**config.mk**
```make
export PLATFORM = sky130hd
export DESIGN_NAME = qsl_mul
export DESIGN_NICKNAME = d
export VERILOG_FILES = /design/src/design/quadratic_slew_limiter_top_assert.svh /design/src/design/qsl_pkg.sv /design/src/design/qsl_mul.sv
export SDC_FILE = /design/constraint.sdc
export NUM_CORES = 2
export LEC_CHECK = 0
export BUFFER_PORTS_ARGS = -buffer_cell sky130_fd_sc_hd__buf_2
export CORE_ASPECT_RATIO = 1.4
export CORE_MARGIN = 2
export CORE_UTILIZATION = 45
export CTS_CLUSTER_DIAMETER = 40
export DETAILED_ROUTE_END_ITERATION = 10
export PLACE_DENSITY_LB_ADDON = 0.3
export SETUP_SLACK_MARGIN = 0.5
export SLEW_MARGIN = 10
export SYNTH_ARGS = -nofsm -noshare
export SYNTH_HDL_FRONTEND = slang
export SYNTH_SLANG_ARGS = --single-unit
```
**constraint.sdc**
```tcl
create_clock -name clk_i -period 9.1 [get_ports clk_i]
set_input_delay 1.82 -clock clk_i [delete_from_list [all_inputs] [get_ports clk_i]]
set_output_delay 1.82 -clock clk_i [all_outputs]
set_load 0.1 [all_outputs]
```
**src/design/quadratic_slew_limiter_top_assert.svh**
```systemverilog
// ----------------------------------------------------------------------------
// quadratic_slew_limiter_top_assert.svh
// Assertion macros for the slew limiter top level
// ----------------------------------------------------------------------------
`ifndef QUADRATIC_SLEW_LIMITER_TOP_ASSERT_SVH
`define QUADRATIC_SLEW_LIMITER_TOP_ASSERT_SVH

// checked out of reset
`define QSL_ASSERT(lbl, prop, msg) \
  lbl: assert property (@(posedge clk_i) disable iff (!rst_ni) prop) else $error(msg);

// checked at every edge, reset included
`define QSL_ASSERT_ALWAYS(lbl, prop, msg) \
  lbl: assert property (@(posedge clk_i) prop) else $error(msg);

`endif

```
**src/design/qsl_pkg.sv**
```systemverilog
// ----------------------------------------------------------------------------
// qsl_pkg
// Types, constants and saturation helpers of the quadratic slew limiter
// ----------------------------------------------------------------------------
`timescale 1ns / 1ps

package qsl_pkg;

  localparam int unsigned NumStages = 9;

  localparam logic signed [31:0] SatMax = 32'sh7fff_ffff;
  localparam logic signed [31:0] SatMin = 32'sh8000_0000;

  localparam logic signed [31:0] GainReset = 32'sd98304;

  typedef enum logic [2:0] {
    REG_QUAD_COEFF  = 3'd0,
    REG_LIN_COEFF   = 3'd1,
    REG_CONST_COEFF = 3'd2,
    REG_IDLE_FLOOR  = 3'd3,
    REG_CROSS_GAIN  = 3'd4,
    REG_FLOOR_MODE  = 3'd5
  } reg_idx_e;

  // per-beat context carried down the pipe
  typedef struct packed {
    logic signed [31:0] tgt;
    logic signed [31:0] cur;
    logic [16:0]        stp;
    logic               err_pos;
    logic               err_neg;
    logic               same_sign;
  } ctx_t;

  function automatic logic signed [31:0] sat33(input logic signed [32:0] v);
    logic signed [31:0] r;
    if (v[32] == v[31]) begin
      r = v[31:0];
    end else begin
      r = v[32] ? SatMin : SatMax;
    end
    return r;
  endfunction

  function automatic logic signed [31:0] sat34(input logic signed [33:0] v);
    logic signed [31:0] r;
    if ((v[33] == v[32]) && (v[32] == v[31])) begin
      r = v[31:0];
    end else begin
      r = v[33] ? SatMin : SatMax;
    end
    return r;
  endfunction

  // q16.16 product back to q16.16: floor shift by 16, then saturate
  function automatic logic signed [31:0] sat_q(input logic signed [63:0] p);
    logic signed [31:0] r;
    if ((p[63:47] == '0) || (p[63:47] == '1)) begin
      r = p[47:16];
    end else begin
      r = p[63] ? SatMin : SatMax;
    end
    return r;
  endfunction

endpackage

```
**src/design/qsl_mul.sv**
```systemverilog
// ----------------------------------------------------------------------------
// qsl_mul
// Registered signed 32x32 multiplier stage with load enable
// ----------------------------------------------------------------------------
`timescale 1ns / 1ps

module qsl_mul
  import qsl_pkg::*;
(
  input  logic               clk_i,
  input  logic               en_i,
  input  logic signed [31:0] a_i,
  input  logic signed [31:0] b_i,
  output logic signed [63:0] p_o
);

  logic signed [63:0] p_q;
  logic signed [63:0] p_d;

  assign p_d = 64'(a_i) * 64'(b_i);

  always_ff @(posedge clk_i) begin
    if (en_i) begin
      p_q <= p_d;
    end
  end

  assign p_o = p_q;

endmodule
```
==> results.py <==
metrics = {
    "run_status": {
        "status": "completed",
    },
    "placed_design": {
        "numPortBuffers": 129,
        "place.gp.congestion": 0.920,
        "dp_hpwl_um": 97100,
        "placed_cell_area_um2": 42100,
        "placedCellCount": 5271,
    },
    "synth": {
        "synthesis.instances": 3949,
        "yosys_warnings": 0,
        "syn-num-nets": 5281,
        "yosysUniqueCellTypes": 70,
        "ys_seq_elements": 64,
        "synthFlopType": "edfxtp_1",
        "synth-seq-area-share_pct": 5.02,
        "synthArstFlopShare_pct": 0,
        "synth_area_leader_cell": "fa_1",
        "yosysMostFrequentCell": "fa_1",
        "synth.top_cells.by_area": "fa_1 57%, inv_1 9.3%, and2_1 8.4%",
        "netlist_area_um2": 38300,
        "ys_top_cells_by_count": "1082 x fa_1, 949 x inv_1, 524 x nand2_1",
        "synth_edf_count": 64,
        "avgSynthCellArea_um2": 9.69,
        "synth_top_area_share_pct": 56.6,
    },
    "floorplanning": {
        "coreArea_um2": 84300,
        "start_util_pct": 45.4,
        "die_h_um": 349,
        "fp.dieArea_um2": 87400,
        "num_rows": 126,
        "die_x_um": 250,
        "io_pins": 130,
    },
    "critical_path": {
        "criticalPathCategory": "input port to register",
        "end_kind": "register",
        "crit_start": "b_i[24]",
        "worstPathArrival_ps": 8700,
        "worstSetupStartpointType": "input port",
        "cp_data_required_time_ps": 9190,
        "crit_path_end": "p_o[58]",
        "cp_max_fo": 9,
    },
    "route": {
        "dr.pass1.iters": 5,
        "drtAntennaViolNets": 0,
        "avgRoutedWirePerCell_um": 20.5,
        "routed_via_density": 5.17,
        "drt_iter0_drc": 1210,
        "via_count": 27500,
        "finalWirelength_um": 109000,
        "drc": 0,
    },
    "timing": {
        "rsz0062_at_grt": "true",
        "finalHoldViolations": 0,
        "hold_ws_ps": 2150,
        "maxSlewHeadroom_pct": 41.1,
        "max_freq_mhz": 116,
        "drv_slew": 0,
        "setup_viol": 0,
        "fin_crit_sh_pct": 94.6,
        "worstMarginPinSlew_ps": 883,
        "fin_crit_ps": 8610,
    },
    "grt": {
        "grt_pass1_wl_um": 170000,
        "grt_util_all_layers_pct": 25.8,
        "antenna_found_initial": 4,
        "grt_max_degree": 65,
        "grt_pass1_vias": 31300,
        "grt-ovfl-total": 0,
    },
    "clock_network": {
        "cts_tree": "done",
        "clk_pin_slew_ps": 60,
        "cts_buffer_depth": 2,
        "cts-buffers-inserted": 9,
        "clkSinkCount": 64,
        "htree_num_levels": 3,
        "root_buffer": "clkbuf_16",
    },
    "finish": {
        "drive_gt1_share_pct": 15.6,
        "layout.nets": 5552,
        "instances_no_fill": 5317,
        "largest_register_ffs": 64,
        "fillCellCount": 7616,
        "area_growth_pct": 14.5,
        "post-route-util_pct": 52.0,
        "fin_area_um2": 43800,
    },
    "hold_path": {
        "hp-class": "input port to register",
    },
    "job": {
        "drv_cap": 0,
    },
}
logic make-up after synthesis:
| group | after synthesis | synth area share, % |
|---|---|---|
| AO/OA/AOI/OAI | 204 | 3.78 |
| adder cells (fa/ha/maj) | 1266 | 62.6 |
| flip-flops | 64 | 5.02 |
| AND/OR/NAND/NOR | 1178 | 15.4 |
| buffers and inverters | 1163 | 11.5 |
| XOR/XNOR | 74 | 1.69 |
final cells by class:
type | count | area [µm²] | area share (%)
tap | 1088 | 1360 | 3.11
antenna | 4 | 10.0 | 0.0228
timing repair inverter | 1 | 7.51 | 0.0171
multi-input combinational | 2722 | 32600 | 74.3
sequential | 64 | 1920 | 4.38
timing repair buffer | 473 | 4090 | 9.33
clock buffer | 9 | 225 | 0.514
clock inverter | 7 | 103 | 0.234
inverter | 949 | 3570 | 8.13
how the worst min path moves through the flow:
stage	end	slack, ps	cells past startpoint	start
after global routing	p_o[0]	2160	3	b_i[0]
after floorplan	p_o[0]	1930	0	en_i
after global placement	p_o[11]	2440	1	p_o[11]
after CTS	p_o[0]	2120	3	b_i[0]
final	p_o[0]	2150	3	b_i[0]
after detailed placement	p_o[3]	2440	1	p_o[3]
routing by layer:
metal | share of wire, % | vias to the layer above | wire length, µm | GRT usage, %
li1 | - | 11900 | - | -
met1 | 31 | 14500 | 33900 | 25.1
met2 | 57 | 728 | 62600 | 50.4
met3 | 2.7 | 381 | 2970 | 2.07
met4 | 8.9 | 2 | 9680 | 18.6
met5 | 0.013 | - | 14 | 0
repair_timing:
action                                  4_1_cts  5_1_grt
hold endpoints to repair                      0        0
cloned                                        1        3
endpoints found under the setup margin       26       26
pin swaps                                    19      100
setup buffers                                 1       21
gates resized for setup                      63      253
hold buffers                                  0        0
metrics by stage:
stage               TNS, ps  worst slack (ps)
finish                    0               488
global route              0               316
CTS                       0               502
detailed placement    -1510              -251
global placement       -993              -162
floorplan                 0               285
cells in the final DEF, fill, tap and decap left out, types with 48 or more instances in the layout:
| cell | count |
|---|---|
| a21oi_1 | 49 |
| and2_1 | 499 |
| buf_2 | 69 |
| buf_4 | 292 |
| buf_6 | 62 |
| edfxtp_1 | 64 |
| fa_1 | 1034 |
| fa_2 | 48 |
| ha_1 | 168 |
| inv_1 | 935 |
| nand2_1 | 519 |
| nor2_1 | 56 |
| xnor2_1 | 49 |
critical path, cell delays in order:
cell      delay (ps)
clkbuf_4         220
buf_4            210
nand2_1           80
fa_1             510
inv_1             50
fa_1             520
fa_1             550
fa_2             640
fa_2             500
fa_1             520
fa_1             580
fa_1             440
ha_1             300
a21o_1           160
a21o_1           170
a21o_1           180
a2111o_1         390
o21ai_1          110
o21ai_2          100
a31o_4           250
buf_4            140
a31oi_4          150
xnor2_2           90
Power is left out: the tool's default activity adds up to more than one toggle a clock period on the data nets, which glitch-free logic cannot reach.
